## src/rtl/core/smw_pkg.sv

```systemverilog
`default_nettype none
// ============================================================================
// smw_pkg
// Shared types and widths for the column melt wipe core and its divider.
// ============================================================================
package smw_pkg;

   // Product of a column index (plus one) and a screen dimension
   localparam int PROD_W      = 21;
   // Scaled reciprocal of a column count or melt line count. With a shift of
   // 31 the truncated product equals the quotient for every dividend below
   // 2^PROD_W and every divisor up to 1024.
   localparam int RECIP_W     = 31;
   localparam int RECIP_SHIFT = 31;

   // Request into the shared divider
   typedef struct packed {
      logic               start;
      logic [PROD_W-1:0]  dividend;
      logic [RECIP_W-1:0] recip;
   } div_req_type;

endpackage
`default_nettype wire

```

## src/rtl/core/smw_div.sv

```systemverilog
`default_nettype none
// ============================================================================
// smw_div
// Constant divider: multiply by a scaled reciprocal, quotient in the next cycle.
// ============================================================================
module smw_div
   import smw_pkg::*;
(
   input  wire logic              clock,
   input  wire logic              reset,
   input  wire div_req_type       div_req,
   output logic                   done,
   output logic [PROD_W-1:0]      quotient
);

   localparam int SCALED_W = PROD_W + RECIP_W;

   logic                done_ff;
   logic [PROD_W-1:0]   quo_ff;
   logic [SCALED_W-1:0] scaled;

   // Scale the dividend by the reciprocal; the top bits are the quotient
   assign scaled = SCALED_W'(div_req.dividend) * SCALED_W'(div_req.recip);

   // Flag the quotient in the cycle after start
   always_ff @(posedge clock) begin
      if (reset) begin
         done_ff <= 1'b0;
      end else begin
         done_ff <= div_req.start;
      end
   end

   // Capture the quotient on start
   always_ff @(posedge clock) begin
      if (div_req.start) begin
         quo_ff <= scaled[RECIP_SHIFT +: PROD_W];
      end
   end

   assign done     = done_ff;
   assign quotient = quo_ff;

endmodule
`default_nettype wire

```

## src/rtl/core/screen_melt_column_wipe.sv

```systemverilog
`default_nettype none
// ============================================================================
// screen_melt_column_wipe
// Column melt offsets with seed, tick and strip query commands.
// ============================================================================
// Usage:
//   Command channel: drive start with req_kind/req_column/req_random_value;
//   the command transfers on a clock edge with start high and busy low.
//   Every command returns exactly one result, shown on the rsp_ ports for
//   one cycle with rsp_valid high. The receiver cannot stall; the result
//   register frees the sequencer, so a new command may transfer in the
//   same cycle that a result is shown.
//   Seed: read previous column, write this one, then the result.
//   Tick: the offset memory is swept one entry
//   per cycle, read and write overlapped on its one read and one write port.
//   Query: the shared multiplier and a reciprocal-multiply
//   constant divider produce left x, right x and top y in turn, each
//   as a multiply step followed by a divide step.
//   Out of range seeds and queries, and the unused kind, answer in the cycle after they transfer.
//   Configuration: csr_ valid/ready write channel, always ready; write only
//   while the block is idle. Reset (synchronous) restores width 320 and
//   height 200 and idles the sequencer; offsets hold until seeded.
// ============================================================================
module screen_melt_column_wipe
   import smw_pkg::*;
#(
   parameter int NUM_COLUMNS = 160,
   parameter int MELT_LINES  = 200
)(
   input  wire logic        clock,
   input  wire logic        reset,
   // command channel
   input  wire logic        start,
   output logic             busy,
   input  wire logic [1:0]  req_kind,
   input  wire logic [7:0]  req_column,
   input  wire logic [7:0]  req_random_value,
   // result channel
   output logic             rsp_valid,
   output logic             rsp_all_done,
   output logic [11:0]      rsp_strip_left,
   output logic [11:0]      rsp_strip_right,
   output logic [11:0]      rsp_strip_top,
   output logic             rsp_strip_drawn,
   // configuration channel
   input  wire logic        csr_valid,
   output logic             csr_ready,
   input  wire logic        csr_index,
   input  wire logic [11:0] csr_data
);

   localparam int ADDR_W = $clog2(NUM_COLUMNS);
   localparam logic [8:0] MELT_CAP = 9'(MELT_LINES);
   localparam logic [ADDR_W-1:0] LAST_COL = ADDR_W'(NUM_COLUMNS - 1);

   // Rounded-up reciprocals of the two constant divisors
   localparam logic [RECIP_W-1:0] RECIP_COLS =
      RECIP_W'(((64'd1 << RECIP_SHIFT) + 64'(NUM_COLUMNS) - 64'd1) / 64'(NUM_COLUMNS));
   localparam logic [RECIP_W-1:0] RECIP_LINES =
      RECIP_W'(((64'd1 << RECIP_SHIFT) + 64'(MELT_LINES) - 64'd1) / 64'(MELT_LINES));

   localparam logic [1:0] KIND_SEED  = 2'd0;
   localparam logic [1:0] KIND_TICK  = 2'd1;
   localparam logic [1:0] KIND_QUERY = 2'd2;

   localparam logic REG_SCREEN_WIDTH  = 1'b0;
   localparam logic REG_SCREEN_HEIGHT = 1'b1;

   typedef enum logic [3:0] {
      S_IDLE,
      S_SEED_RD,
      S_SEED_WR,
      S_TICK_RUN,
      S_TICK_DRAIN,
      S_Q_MUL_L,
      S_Q_DIV_L,
      S_Q_MUL_R,
      S_Q_DIV_R,
      S_Q_MUL_T,
      S_Q_DIV_T
   } state_type;

   // Seed rule: first column from the low nibble, later ones walk and clamp
   function automatic logic [8:0] seed_value(logic first, logic [8:0] prev,
                                             logic [7:0] r);
      logic [3:0]        s;
      logic [1:0]        m;
      logic signed [9:0] sum;
      s = 4'(r[1:0]) + 4'(r[3:2]) + 4'(r[5:4]) + 4'(r[7:6]);
      case (s) inside
         4'd0, 4'd3, 4'd6, 4'd9, 4'd12: m = 2'd0;
         4'd1, 4'd4, 4'd7, 4'd10:       m = 2'd1;
         default:                       m = 2'd2;
      endcase
      sum = $signed({prev[8], prev}) + $signed({8'b0, m}) - 10'sd1;
      if (first) begin
         seed_value = 9'd0 - {5'd0, r[3:0]};
      end else if (sum < -10'sd15) begin
         seed_value = 9'h1F1;
      end else if (sum > 10'sd0) begin
         seed_value = 9'd0;
      end else begin
         seed_value = sum[8:0];
      end
   endfunction

   // Tick rule: returns {moved, next offset}
   function automatic logic [9:0] tick_value(logic [8:0] v);
      logic [9:0] dy;
      logic [9:0] sum;
      dy  = (v < 9'd16) ? ({1'b0, v} + 10'd1) : 10'd8;
      sum = {1'b0, v} + dy;
      if (v[8]) begin
         tick_value = {1'b1, v + 9'd1};
      end else if (v < MELT_CAP) begin
         tick_value = (sum > {1'b0, MELT_CAP}) ? {1'b1, MELT_CAP} : {1'b1, sum[8:0]};
      end else begin
         tick_value = {1'b0, v};
      end
   endfunction

   state_type          state_ff;
   logic [1:0]         kind_ff;
   logic [7:0]         col_ff;
   logic [7:0]         rnd_ff;
   logic [11:0]        scr_w_ff;
   logic [11:0]        scr_h_ff;
   logic [ADDR_W-1:0]  cnt_ff;
   logic [ADDR_W-1:0]  tick_addr_ff;
   logic               tick_pend_ff;
   logic               moved_ff;
   logic               div_start_ff;
   logic [RECIP_W-1:0] div_recip_ff;
   logic [PROD_W-1:0]  prod_ff;
   logic               rsp_valid_ff;
   logic               rsp_all_done_ff;
   logic [11:0]        rsp_left_ff;
   logic [11:0]        rsp_right_ff;
   logic [11:0]        rsp_top_ff;
   logic               rsp_drawn_ff;

   logic [8:0]         mem [NUM_COLUMNS];
   logic [8:0]         rd_data_ff;
   logic               mem_rd;
   logic [ADDR_W-1:0]  mem_rd_addr;
   logic               mem_wr;
   logic [ADDR_W-1:0]  mem_wr_addr;
   logic [8:0]         mem_wr_data;

   logic               accept;
   logic               col_ok;
   logic [9:0]         tick_next;
   logic [11:0]        mul_a;
   logic [8:0]         mul_b;
   logic [PROD_W-1:0]  mul_p;
   div_req_type        div_req;
   logic               div_done;
   logic [PROD_W-1:0]  div_quot;
   logic [11:0]        quot12;

   assign accept    = start && !busy;
   assign col_ok    = int'(req_column) < NUM_COLUMNS;
   assign tick_next = tick_value(rd_data_ff);
   assign quot12    = div_quot[11:0];

   // Steer the offset memory ports from the sequencer state
   always_comb begin
      mem_rd      = 1'b0;
      mem_rd_addr = ADDR_W'(col_ff);
      mem_wr      = 1'b0;
      mem_wr_addr = tick_addr_ff;
      mem_wr_data = tick_next[8:0];
      case (state_ff)
         S_SEED_RD: begin
            mem_rd      = (col_ff != 8'd0);
            mem_rd_addr = ADDR_W'(col_ff - 8'd1);
         end
         S_SEED_WR: begin
            mem_wr      = 1'b1;
            mem_wr_addr = ADDR_W'(col_ff);
            mem_wr_data = seed_value(col_ff == 8'd0, rd_data_ff, rnd_ff);
         end
         S_TICK_RUN: begin
            mem_rd      = 1'b1;
            mem_rd_addr = cnt_ff;
            mem_wr      = tick_pend_ff;
         end
         S_TICK_DRAIN: begin
            mem_wr = tick_pend_ff;
         end
         S_Q_MUL_L: begin
            mem_rd = 1'b1;
         end
         default: begin
            mem_rd = 1'b0;
         end
      endcase
   end

   // Offset memory, registered read
   always_ff @(posedge clock) begin
      if (mem_wr) begin
         mem[mem_wr_addr] <= mem_wr_data;
      end
      if (mem_rd) begin
         rd_data_ff <= mem[mem_rd_addr];
      end
   end

   // Shared multiplier operand select
   always_comb begin
      mul_a = scr_w_ff;
      mul_b = {1'b0, col_ff};
      case (state_ff)
         S_Q_MUL_R: mul_b = {1'b0, col_ff} + 9'd1;
         S_Q_MUL_T: begin
            mul_a = scr_h_ff;
            mul_b = rd_data_ff[8] ? 9'd0 : rd_data_ff;
         end
         default:   mul_b = {1'b0, col_ff};
      endcase
   end

   assign mul_p = PROD_W'(mul_a) * PROD_W'(mul_b);

   assign div_req.start    = div_start_ff;
   assign div_req.dividend = prod_ff;
   assign div_req.recip    = div_recip_ff;

   smw_div u_div (
      .clock    (clock),
      .reset    (reset),
      .div_req  (div_req),
      .done     (div_done),
      .quotient (div_quot)
   );

   // Configuration registers
   always_ff @(posedge clock) begin
      if (reset) begin
         scr_w_ff <= 12'd320;
         scr_h_ff <= 12'd200;
      end else if (csr_valid && csr_ready) begin
         case (csr_index)
            REG_SCREEN_WIDTH:  scr_w_ff <= csr_data;
            REG_SCREEN_HEIGHT: scr_h_ff <= csr_data;
            default:           scr_w_ff <= scr_w_ff;
         endcase
      end
   end

   // Multiplier result register
   always_ff @(posedge clock) begin
      prod_ff <= mul_p;
   end

   // Sequencer and result register
   always_ff @(posedge clock) begin
      if (reset) begin
         state_ff     <= S_IDLE;
         tick_pend_ff <= 1'b0;
         div_start_ff <= 1'b0;
         rsp_valid_ff <= 1'b0;
      end else begin
         rsp_valid_ff <= 1'b0;
         div_start_ff <= 1'b0;
         case (state_ff)
            S_IDLE: begin
               if (accept) begin
                  kind_ff         <= req_kind;
                  col_ff          <= req_column;
                  rnd_ff          <= req_random_value;
                  cnt_ff          <= '0;
                  moved_ff        <= 1'b0;
                  tick_pend_ff    <= 1'b0;
                  rsp_all_done_ff <= 1'b0;
                  rsp_left_ff     <= '0;
                  rsp_right_ff    <= '0;
                  rsp_top_ff      <= '0;
                  rsp_drawn_ff    <= 1'b0;
                  case (req_kind)
                     KIND_SEED: begin
                        if (col_ok) state_ff <= S_SEED_RD;
                        else        rsp_valid_ff <= 1'b1;
                     end
                     KIND_TICK: state_ff <= S_TICK_RUN;
                     KIND_QUERY: begin
                        if (col_ok) state_ff <= S_Q_MUL_L;
                        else        rsp_valid_ff <= 1'b1;
                     end
                     default: rsp_valid_ff <= 1'b1;
                  endcase
               end
            end
            S_SEED_RD: state_ff <= S_SEED_WR;
            S_SEED_WR: begin
               rsp_valid_ff <= 1'b1;
               state_ff     <= S_IDLE;
            end
            S_TICK_RUN: begin
               tick_pend_ff <= 1'b1;
               tick_addr_ff <= cnt_ff;
               if (tick_pend_ff) moved_ff <= moved_ff | tick_next[9];
               if (cnt_ff == LAST_COL) state_ff <= S_TICK_DRAIN;
               else                    cnt_ff   <= cnt_ff + 1'b1;
            end
            S_TICK_DRAIN: begin
               tick_pend_ff    <= 1'b0;
               rsp_all_done_ff <= ~(moved_ff | tick_next[9]);
               rsp_valid_ff    <= 1'b1;
               state_ff        <= S_IDLE;
            end
            S_Q_MUL_L: begin
               div_start_ff <= 1'b1;
               div_recip_ff <= RECIP_COLS;
               state_ff     <= S_Q_DIV_L;
            end
            S_Q_DIV_L: begin
               if (div_done) begin
                  rsp_left_ff <= quot12;
                  state_ff    <= S_Q_MUL_R;
               end
            end
            S_Q_MUL_R: begin
               div_start_ff <= 1'b1;
               div_recip_ff <= RECIP_COLS;
               state_ff     <= S_Q_DIV_R;
            end
            S_Q_DIV_R: begin
               if (div_done) begin
                  rsp_right_ff <= quot12;
                  state_ff     <= S_Q_MUL_T;
               end
            end
            S_Q_MUL_T: begin
               div_start_ff <= 1'b1;
               div_recip_ff <= RECIP_LINES;
               state_ff     <= S_Q_DIV_T;
            end
            S_Q_DIV_T: begin
               if (div_done) begin
                  rsp_top_ff   <= quot12;
                  rsp_drawn_ff <= (scr_h_ff > quot12);
                  rsp_valid_ff <= 1'b1;
                  state_ff     <= S_IDLE;
               end
            end
            default: state_ff <= S_IDLE;
         endcase
      end
   end

   assign busy            = (state_ff != S_IDLE);
   assign csr_ready       = 1'b1;
   assign rsp_valid       = rsp_valid_ff;
   assign rsp_all_done    = rsp_all_done_ff;
   assign rsp_strip_left  = rsp_left_ff;
   assign rsp_strip_right = rsp_right_ff;
   assign rsp_strip_top   = rsp_top_ff;
   assign rsp_strip_drawn = rsp_drawn_ff;

`ifndef SYNTHESIS
   // A result follows either a busy cycle or the transfer of a command
   a_rsp_source: assert property (@(posedge clock) disable iff (reset)
      rsp_valid |-> $past(busy) || $past(accept))
      else $error("result without a command in progress");

   // An accepted command either starts work or answers at once
   a_accept_progress: assert property (@(posedge clock) disable iff (reset)
      accept |=> busy || rsp_valid)
      else $error("command transfer dropped");

   // Divider finishes only while the sequencer waits for it
   a_div_owner: assert property (@(posedge clock) disable iff (reset)
      div_done |-> (state_ff == S_Q_DIV_L) || (state_ff == S_Q_DIV_R)
                   || (state_ff == S_Q_DIV_T))
      else $error("divider done outside a divide step");

   // Tick result flags done only on a tick
   a_done_kind: assert property (@(posedge clock) disable iff (reset)
      rsp_valid && rsp_all_done |-> kind_ff == KIND_TICK)
      else $error("done flag on a non-tick result");
`endif

endmodule
`default_nettype wire
```

## config.mk

```make
export PLATFORM = sky130hd
export DESIGN_NAME = screen_melt_column_wipe
export DESIGN_NICKNAME = d
export VERILOG_FILES = /design/src/rtl/core/smw_pkg.sv /design/src/rtl/core/smw_div.sv /design/src/rtl/core/screen_melt_column_wipe.sv
export SDC_FILE = /design/constraint.sdc
export NUM_CORES = 2
export LEC_CHECK = 0
export BUFFER_PORTS_ARGS = -buffer_cell sky130_fd_sc_hd__buf_2
export CAP_MARGIN = 10
export CORE_MARGIN = 2
export CORE_UTILIZATION = 53
export DETAILED_ROUTE_END_ITERATION = 10
export PLACE_DENSITY = 0.69
export SLEW_MARGIN = 30
export SYNTH_ARGS = -nofsm -noshare
export SYNTH_HDL_FRONTEND = slang
export SYNTH_SLANG_ARGS = --single-unit
```

## constraint.sdc

```tcl
create_clock -name clock -period 16.1 [get_ports clock]
set_clock_uncertainty 0.2 [all_clocks]
set_input_delay 2.415 -clock clock [delete_from_list [all_inputs] [get_ports clock]]
set_output_delay 2.415 -clock clock [all_outputs]
set_load 0.1 [all_outputs]
```

== After elaboration in Yosys (flattened, before gate mapping) ==
Memories as Yosys holds them, arrays and structs flattened. A register that Yosys moved wholly into a read port is not among the register bits.
Cells that the tools add are included.
Cells by class
  reductions and logical operators: 36
  add/subtract/negate cells: 12
  bitwise operators: 4
  multipliers: 2
  mux-type cells: 51
  $lt $le $gt $ge: 7
  eq/ne operators: 31
Operator list (number)
  $pmux W12 S2: 3
  $pmux W31 S2: 1
  $mux W9: 5
  $mul A21 B31 Y43: 1
  $mux W12: 3
  $pmux W4 S9: 1
  $mux W8: 4
  $pmux W8 S2: 2
  $mux W10: 3
  $eq A4 B3 Y1 const B: 7
  $mux W4: 7
  $eq A4 B4 Y1 const B: 6
  $mul A12 B9 Y21: 1
  $reduce_and A4 Y1: 5
  $pmux W9 S2: 1
  $eq A4 B2 Y1 const B: 3
  $gt A12 B12 Y1: 1
  $pmux W1 S2: 6
  $pmux W4 S3: 1
  $reduce_bool A2 Y1: 6
  $add A9 B1 Y10 const B: 1
  $add A9 B10 Y10: 1
  $add A9 B3 Y10: 1
  $gt A10 B1 Y1 const B: 1
  other kinds (42): 72
Storage, ports and cells
  input port bits: 35
  register bits: 167
  output and inout bits: 41
  memories: 1
  bits in writable memories: 1440
Memories
  mem: depth 160, width 9, rd ports 1, clocked after memory_dff 1, write ports 1, line screen_melt_column_wipe.sv:142  | logic [8:0] mem [NUM_COLUMNS];

== Depth between registers and ports, before layout ==
  word-level depth: 15
  mapped depth: 30

== Modules after synthesis ==
A second synthesis with hierarchy kept.
Second synthesis, totals
  cell total of the unflattened synthesis: 7192
  area, all modules: 88655.0 um^2
Modules (own cells, without submodules)
  screen_melt_column_wipe: sequential area each 46744.8 um^2, cells an instance 4886, area each 67808.8 um^2, times used 1
  smw_div: sequential area each 650.6 um^2, cells an instance 2306, area each 20846.2 um^2, times used 1

== Worst setup path after synthesis ==
No wires, ideal clock.
  path type: register to register
  start point: reg rnd_ff[1]
  end point: mem mem[0][1], data pin
  stages on the path, launching flop included: 26
  setup slack: 3294 ps
  clock period less this slack: 12806 ps
  setup time: 1444 ps
  arrival: 11162 ps
  data required time: 14456 ps
  path buffers: 0
  cell sequence: edfxtp_1 -> inv_1 -> fa_1 -> inv_1 -> fa_1 -> ha_1 -> inv_1 -> fa_1 -> inv_1 -> nor2_1 -> mux2i_1 -> o211a_1 -> ha_1 -> inv_1 -> ha_1 -> fa_1 -> a21oi_1 -> nor2_1 -> o21ai_0 -> a21oi_1 -> nor3_1 -> a31oi_1 -> o41ai_1 -> and2_1 -> a22oi_1 -> o21ai_0
Between the ends
  cells in the longest elaborated chain, start to end: 15
  elaborated cells on any way between the ends: 26
  classes of those cells: add/sub: 6; order compare: 2; eq/ne: 8; mux: 7; reduce/logical: 3
Ends and longest elaborated chain
  start, declared: line screen_melt_column_wipe.sv:125  | logic [7:0] rnd_ff;
  start signal, assigned: line screen_melt_column_wipe.sv:272  | rnd_ff <= req_random_value;
  $add A2 B2 Y3: line screen_melt_column_wipe.sv:89  | s = 4'(r[1:0]) + 4'(r[3:2]) + 4'(r[5:4]) + 4'(r[7:6]);
  $add A3 B2 Y4: line screen_melt_column_wipe.sv:89
  $add A4 B2 Y4: line screen_melt_column_wipe.sv:89
  $eq A4 B1 Y1 (tied with other cells): line screen_melt_column_wipe.sv:181  | mem_wr_data = seed_value(col_ff == 8'd0, rd_data_ff, rnd_ff);
  $reduce_or A4 Y1: line screen_melt_column_wipe.sv:90  | case (s) inside
  $mux W2 (2 in series): line screen_melt_column_wipe.sv:90
  $mux W2: line screen_melt_column_wipe.sv:173  | case (state_ff)
  $add A9 B3 Y10: line screen_melt_column_wipe.sv:95  | sum = $signed({prev[8], prev}) + $signed({8'b0, m}) - 10'sd1;
  $sub A10 B2 Y10: line screen_melt_column_wipe.sv:95
  $gt A10 B1 Y1: line screen_melt_column_wipe.sv:100  | end else if (sum > 10'sd0) begin
  $mux W9: line screen_melt_column_wipe.sv:100
  $mux W9: line screen_melt_column_wipe.sv:98  | end else if (sum < -10'sd15) begin
  $mux W9 (*): line screen_melt_column_wipe.sv:96  | if (first) begin
  $mux W9 (*): line screen_melt_column_wipe.sv:173
  named net mem_wr_data[1]: line screen_melt_column_wipe.sv:148  | logic [8:0] mem_wr_data;
  end, declared: line screen_melt_column_wipe.sv:142
The timed path passes the listed nets; every way through them passes the cells marked *. The select of a mux whose other input is x is not followed.

== Worst setup path after layout ==
  start point: reg div_recip_ff[21]
  end point: reg u_div.quo_ff[11], in the netlist u_div.quotient[11], data pin
Between the ends
  cells in the longest elaborated chain, start to end: 1
Ends and longest elaborated chain
  start, declared: line screen_melt_column_wipe.sv:133  | logic [RECIP_W-1:0] div_recip_ff;
  start signal, assigned: line screen_melt_column_wipe.sv:315  | div_recip_ff <= RECIP_COLS;
  start signal, assigned: line screen_melt_column_wipe.sv:326  | div_recip_ff <= RECIP_COLS;
  start signal, assigned: line screen_melt_column_wipe.sv:337  | div_recip_ff <= RECIP_LINES;
  $mul A21 B31 Y43: line smw_div.sv:23  | assign scaled = SCALED_W'(div_req.dividend) * SCALED_W'(div_req.recip);
  named net u_div.scaled[42]: line smw_div.sv:20  | logic [SCALED_W-1:0] scaled;
  end signal, assigned: line smw_div.sv:37  | quo_ff <= scaled[RECIP_SHIFT +: PROD_W];
  end, declared: line smw_div.sv:19  | logic [PROD_W-1:0] quo_ff;
The timed path passes the listed nets, and every way through them passes these cells.
A chain may end at the register's enable or synchronous reset.

==> results.yml <==
cts:
  numCtsBuffers: 162
  worstSkewPairLatency_ns: 0.84
  post_cts_resized: 0
  cts_sinks: 1587
  cts-hold-fix-buffers: 0
  post_cts.repair.setup_buffers: 0
  cts.htree.levels: 4
  clk_path_buf_depth: 3
  cts_tree: "done"
  clk_pin_slew_worst_paths_ns: 0.06
  root_buffer: "clkbuf_16"
timing:
  drv_slew: 0
  setup_tns_ns: 0
  final.period_utilization_pct: 54.7
  rsz0062_at_grt: "false"
  max_freq_mhz: 114
  finalCriticalPeriod_ns: 8.81
  setup_slack_ns: 7.29
  slew-limit-headroom_pct: 30.1
  setup_viol: 0
  hold_viol: 0
  tightest_slew_ns: 1.05
finish:
  drive_above_1_share_pct: 7.34
  fin_nets: 7218
  regArea_um2: 47100
  syn2layout_area_growth_pct: 9.23
  fillCellCount: 12000
  fin_area_um2: 87600
  fin_util_pct: 58.4
  final_cell_mix: "edfxtp_1 (1534), nand2_1 (1406), inv_1 (567)"
  final_common_cell: "edfxtp_1"
  multi_input_area_um2: 29500
synth:
  synth_simple_gate_area_share_pct: 13.4
  synth_flop_cell: "edfxtp_1"
  netlist_area_um2: 80200
  synth_compound_area_share_pct: 6.11
  synth.area.top_cells: "edfxtp_1 (57%), fa_1 (9.8%), nand2_1 (6.6%)"
  synth_cell_types: 86
  yosys.area_share.adder_pct: 14.3
  muxShareOfSynthArea_pct: 2.00
  synth_nets: 7229
  syn_inst: 6510
  synthArstFlopShare_pct: 0
  yosys.area.top_type_share_pct: 57.4
  synthXorXnorAreaFrac_pct: 0.666
  synth_edf_count: 1534
  yosysSeqAreaShare_pct: 58.8
  ys_ff_latch: 1587
  synth_top_area_cell: "edfxtp_1"
  synth_warnings: 0
  synth_top_family_by_area: "adder cells"
  avgSynthCellArea_um2: 12.3
routing:
  drt_first_iter_violations: 5915
  drc: 0
  wl_mm: 210
  vias: 51900
  avgRoutedWirePerCell_um: 24.3
  drtPass1Iterations: 7
  via_per_inst: 6.00
  postRouteAntennaNets: 0
floorplanning:
  start_util_pct: 53.5
  ioPinCount: 76
  die_area_um2: 154000
  core_um2: 150000
  die_h_um: 393
  row_count: 142
  die_w_um: 393
worst_hold_path:
  worstHoldPathCells: 2
  hp-start: "scr_w_ff[0]"
  worstHoldEndpoint: "scr_w_ff[0]"
  hp-class: "reg -> reg"
setup_path:
  critPathLaunchType: "register"
  r2r_slack_ns: 7.29
  reg2reg_from: "div_recip_ff[21]"
  crit_fanout: 25
  worstPathRequired_ns: 16.40
  timing.rr.end: "u_div.quotient[11]"
  worstSetupPathType: "reg -> reg"
  reg2reg_depth: 23
  cp.arrival_ns: 9.11
  end_kind: "register"
grt:
  grt_pass1_wl_mm: 317
  antenna_found_initial: 8
  grt.total_usage_pct: 27.4
  gr-total-overflow: 0
  grt_max_degree: 175
  grt_pass1_vias: 51200
run:
  max_cap_viol_count: 0
place:
  dpl.hpwl_mm: 137
  place_congestion: 0.956
  dp_slack_ns: 7.38
  portBuffers: 74
  placed_area_um2: 82200
status:
  outcome: "finished clean"
-- metrics by stage --
stage          hold slack, ns  std cells
3_5_place_dp            0.259       8351
3_3_place_gp            0.256       8349
4_1_cts                 0.270       8647
5_1_grt                 0.307       8647
2_1_floorplan           0.236       6510
6_report                0.272       8650
-- routing by layer --
metal / global-route usage (%) / up-vias / share of wire (%)
met3: 5.02 / 471 / 8.4
met2: 44.0 / 2408 / 48
li1: - / 22900 / -
met5: 0 / - / 0.031
met4: 11.4 / 10 / 4.4
met1: 36.9 / 26100 / 39
-- cells by family after synthesis --
group	count (synthesis)
AND/OR/NAND/NOR	2465
flip-flops	1587
buffers and inverters	898
AO/OA/AOI/OAI	718
adder cells (fa/ha/maj)	684
multiplexers	96
XOR/XNOR	61
other	1
-- state kept, by name (all words and copies together) (netlist names), 2 cells and up --
name / cells
mem: 1440
prod_ff: 21
rsp_strip_left: 12
rsp_strip_right: 12
rsp_strip_top: 12
scr_h_ff: 12
scr_w_ff: 12
u_div.quotient: 12
rd_data_ff: 9
cnt_ff: 8
col_ff: 8
rnd_ff: 8
tick_addr_ff: 8
state_ff: 4
div_recip_ff: 2
-- worst max-delay path by stage --
stage,start,to,slack (ns),depth (start not counted)
4_1_cts,div_recip_ff[21],u_div.quotient[11],7.34,23
3_5_place_dp,div_recip_ff[21],u_div.quotient[11],7.38,23
2_1_floorplan,rnd_ff[1],mem[0][1],3.29,25
5_1_grt,div_recip_ff[21],u_div.quotient[11],6.86,23
3_3_place_gp,state_ff[2],prod_ff[19],7.44,21
6_report,div_recip_ff[21],u_div.quotient[11],7.29,23
-- critical path, stage by stage (launching register included) --
cell       delay [ns]
edfxtp_1         0.95
nand2_1          0.30
inv_1            0.34
fa_1             0.44
inv_1            0.08
fa_1             0.40
inv_1            0.10
fa_1             0.45
fa_1             0.59
fa_1             0.43
fa_1             0.49
inv_1            0.05
fa_1             0.47
inv_1            0.05
ha_1             0.29
or3_1            0.36
o211ai_1         0.21
o21ai_0          0.21
a31oi_1          0.71
a21oi_1          0.32
a2111oi_0        0.58
o31ai_1          0.20
a21oi_1          0.21
xnor2_1          0.09
-- cell usage after synthesis (12+ instances only) --
master    count
mux4_2       51
clkbuf_1    126
and3_1      149
ha_1        292
dfxtp_1      53
a21oi_1     175
edfxtp_1   1534
a211oi_1     32
a22oi_1      24
buf_4        27
fa_1        392
nand3b_1     14
nand4_1      24
nor2b_1      12
xnor2_1      43
mux2i_1      43
o22a_1       18
and2_1       50
a21o_1       20
a32oi_1      29
xor2_1       18
inv_1       567
nand3_1     406
buf_6        15
o21ai_0      58
o22ai_1      29
nand2_1    1413
a31oi_1     135
buf_1        14
nand2b_1     14
nor3_1       32
a311oi_1    102
nor2_1      290
buf_2       142
nor4_1       17
-- layout make-up --
| class | instances | area share [%] |
|---|---|---|
| antenna | 3 | 0.00857 |
| clock buffer | 202 | 4.85 |
| clock inverter | 94 | 1.20 |
| inverter | 570 | 2.44 |
| multi-input combinational | 4025 | 33.6 |
| sequential | 1587 | 53.8 |
| tap | 2016 | 2.88 |
| timing repair buffer | 153 | 1.19 |
Power is not shown: default switching activity piles up to over one toggle a cycle in this logic, so the estimate is an artifact.
